<file path="config.mk">
export PLATFORM = sky130hd
export DESIGN_NAME = lsc_cell
export DESIGN_NICKNAME = d
export VERILOG_FILES = /design/src/sv/lsc_pkg.sv /design/src/sv/lsc_cell.sv
export SDC_FILE = /design/constraint.sdc
export NUM_CORES = 1
export LEC_CHECK = 0
export BUFFER_PORTS_ARGS = -buffer_cell sky130_fd_sc_hd__buf_4
export CAP_MARGIN = 20
export CORE_AREA = 2 2 134 136
export CTS_BUF_LIST = sky130_fd_sc_hd__clkbuf_16
export DETAILED_ROUTE_END_ITERATION = 10
export DIE_AREA = 0 0 136 138
export GPL_ROUTABILITY_DRIVEN = 0
export REMOVE_ABC_BUFFERS = 1
export SLEW_MARGIN = 15
export SYNTH_ARGS = -nofsm -noshare
export SYNTH_HDL_FRONTEND = slang
export SYNTH_SLANG_ARGS = --single-unit
</file>
<file path="constraint.sdc">
create_clock -name clk -period 1.58 [get_ports clk]
set_input_delay 0.316 -clock clk [delete_from_list [all_inputs] [get_ports clk]]
set_output_delay 0.316 -clock clk [all_outputs]
set_load 0.05 [all_outputs]
</file>
<file path="src/sv/lsc_pkg.sv">
// ----------------------------------------------------------------------------
// lsc_pkg
// shared types for the lru slot cache: per-cell control group
// ----------------------------------------------------------------------------
package lsc_pkg;

    // control handed from the sequencer to every cell of the chain
    typedef struct packed {
        logic clear;   // drop the cell's entry
        logic shift;   // take the neighbor's entry
    } lsc_cell_ctl_t;

    localparam logic CMD_LOOKUP = 1'b0;
    localparam logic CMD_ALLOC  = 1'b1;

endpackage

</file>
<file path="src/sv/lsc_cell.sv">
// ----------------------------------------------------------------------------
// lsc_cell
// one recency position of the lru chain: entry storage and key compare
// ----------------------------------------------------------------------------
module lsc_cell
    import lsc_pkg::*;
#(
    parameter int SLOT_W = 8,
    parameter int CB     = 32
)(
    input  logic              clk,
    input  logic              rst_n,
    input  lsc_cell_ctl_t     ctl,
    input  logic              prev_valid,
    input  logic [63:0]       prev_tag,
    input  logic [SLOT_W-1:0] prev_slot,
    input  logic [CB-1:0]     prev_uses,
    input  logic [CB-1:0]     prev_stamp,
    input  logic [63:0]       key,
    output logic              valid,
    output logic [63:0]       tag,
    output logic [SLOT_W-1:0] slot,
    output logic [CB-1:0]     uses,
    output logic [CB-1:0]     stamp,
    output logic              match
);

    logic              valid_reg;
    logic [63:0]       tag_reg;
    logic [SLOT_W-1:0] slot_reg;
    logic [CB-1:0]     uses_reg;
    logic [CB-1:0]     stamp_reg;

    always_ff @(posedge clk or negedge rst_n)
    begin
        if (!rst_n)
        begin
            valid_reg <= 1'b0;
        end
        else if (ctl.clear)
        begin
            valid_reg <= 1'b0;
        end
        else if (ctl.shift)
        begin
            valid_reg <= prev_valid;
        end
    end

    always_ff @(posedge clk)
    begin
        if (ctl.shift)
        begin
            tag_reg   <= prev_tag;
            slot_reg  <= prev_slot;
            uses_reg  <= prev_uses;
            stamp_reg <= prev_stamp;
        end
    end

    assign valid = valid_reg;
    assign tag   = tag_reg;
    assign slot  = slot_reg;
    assign uses  = uses_reg;
    assign stamp = stamp_reg;
    assign match = valid_reg && (tag_reg == key);

endmodule
</file>
==> metrics.txt <==
max reg flops 64; CTS root buffer clkbuf_16; Die X 136 microns; initial antenna violation count 0; Net Sw Frac 0.300; placed insts 870; Worst Hold Path Cells 2; Psw roughly 0.0031 W; H-tree levels 4; final net count 866; worst skew pair latency 410 ps; Power Internal 0.00728 W; Area growth, synth to finish 81.1%; total grt overflow 0; DRC 0; worst r2r path cells 3; share of flip-flops with an asynchronous set or reset 0.00730; PwrDens approximately 1200 mW/mm^2; DRT iter0 DRCs 89; Longest Clk Path Bufs 2; average footprint of a synthesized cell 20.4 sq um; Sequential Power Share 0.430; Tot GR Track Use 0.159; CP max-delay cell edfxtp_1; CP bufs+invs 2; Die Ht 138 microns; count leader, synth edfxtp_1; Gate power share 0.223; TritonCTS buffer count 17; Final Max Tran Viols 0; final instance area approximately 0.009 sq mm; min Tclk post-route 2330 ps; starting density of the core 0.278; first-pass GRT wire length roughly 22000 microns; routed len/inst 16.8 microns; IO buf count 342; CP peak stage delay between 400 and 500 ps; CTS tree yes; # IOs roughly 340; WS Path Type flop to primary output; Final Non-Filler Cells 903; Vias/cell 4.12; Top delay family on crit path simple AND/OR/NAND/NOR gates; # rows approximately 50; Fin. Hold Viols 0; crit path cell chain xnor2_1 > nand4_1 > nor4_2 > buf_4 > nand3_1 > nor3_2 > buf_6; top-area cell type share of the netlist area 0.839; largest net degree at the start of global routing 42; setup tns final -747 ps; dpl cell area 0.00821 sq mm; top post-synthesis cells by count edfxtp_1, xnor2_1, inv_1, xor2_1, nand4_1; Routed Wire Length about 15000 microns; status finished with violations; clk sink count about 140; Mapped Cells 239; First-pass DRT Iterations 4; DP HPWL 12400 microns; Worst Setup End Kind primary output; measured slew at the worst slew-check pin 322 ps; Final ANT Viol Nets 0; Final WS setup -747 ps; Stages on worst setup path 7; n_diodes 0; Post-Route Skew 0 ps; share of total power in the clock network 0.348; vias in the first global route 3998; CP Max Fanout 2; synth unique cells 19; Mapped Area 0.00487 sq mm; RSZ-0062 raised after global routing yes; share of layout cells above drive strength 1 0.650; period utilization 1.47; CORE AREA 0.0175 sq mm; Max-slew headroom 0.784; fmax 430 MHz; Hold Crit Class input port to flop; clock slew at reported path FFs 60 ps; post-synthesis sequential area ratio 0.844; vias post-DR roughly 3700; Worst EP arrival about 2000 ps; Max-Cap Viols 0; Finish-stage setup viols 1; Yosys warning count 0; static leakage approximately 3.8 nW; Die ar. 0.0188 sq mm; Post-synth EDFFs 136; failing checks negative setup slack; Required @ worst endpoint 1260 ps; prevailing post-synth register cell edfxtp_1; VDD IR max around 950 uV; dominant cell type by area after synthesis edfxtp_1; minimum hold slack 61.3 ps; Seq cells post-synth 137; type of origin of the critical path flop; Synth area leaders edfxtp_1, xnor2_1, xor2_1, nand4_1, inv_1
layout make-up:
| class | instances | area [sq um] |
|---|---|---|
| multi-input cells | 88 | 733 |
| clock inverters | 15 | 118 |
| repair buffers | 403 | 3090 |
| inverters | 14 | 52.6 |
| fillers | 1580 | 8720 |
| flip-flops and latches | 137 | 4110 |
| clock buffers | 17 | 425 |
| well taps | 229 | 287 |
cells by family (layout without fill, tap and decap cells):
kind of cell | after synthesis | in the layout | synth area share
xor+xnor | 50 | 50 | 0.0900
mux | 1 | 1 | 0.00206
buf+inv | 14 | 449 | 0.0108
simple gates | 23 | 23 | 0.0308
flops | 137 | 137 | 0.844
compound gates | 14 | 14 | 0.0221
power by group through the flow:
stage | registers (W) | logic (W) | clock network, W
floorplan | 0.00552 | 0.000175 | 0
global placement | 0.00454 | 0.00230 | 0
detailed placement | 0.00455 | 0.00232 | 0
CTS | 0.00447 | 0.00233 | 0.00373
global route | 0.00450 | 0.00241 | 0.00388
finish | 0.00447 | 0.00232 | 0.00362
worst paths after layout:
check	start	to	slack, ps
min	ctl[1]	valid	60
max	tag[24]	match	-750
min reg2reg	valid	valid	680
max reg2reg	valid	valid	750
min in group asynchronous	rst_n	valid	220
max in group asynchronous	rst_n	valid	1280
cells in the final DEF, fill, tap and decap left out, types with 4 or more instances in the layout:
cell	netlist	routed
edfxtp_1	136	136
inv_6	0	5
inv_1	14	14
buf_6	0	5
o2bb2ai_1	5	5
xnor2_1	36	34
clkbuf_16	0	17
clkinvlp_4	0	5
o22ai_1	4	4
nor4_1	7	5
nand4_1	11	11
buf_4	0	393
xor2_1	14	14
per-layer routing:
metal,share of wire,track usage,vias up
li1,-,-,1770
met2,0.53,0.276,181
met3,0.087,0.0627,15
met4,0.014,0.0548,0
met5,0,0,-
met1,0.37,0.177,1754
repair_timing:
action | in CTS | in global routing
gates resized for setup | 6 | 4
buffers inserted | 0 | 1
endpoints found under the setup margin | 3 | 3
hold buffers | 1 | 0
pin swaps | 2 | 1
endpoints found under the hold margin | 1 | 0
per-stage QoR:
stage               worst slack (ps)  total power [W]   util
finish                          -747           0.0104  0.503
global route                    -880           0.0108  0.503
CTS                             -823           0.0105  0.502
detailed placement              -525          0.00686  0.468
global placement                -514          0.00683  0.468
floorplan                       -717          0.00570      -
Note: power is estimated with default switching activity, not from simulation.
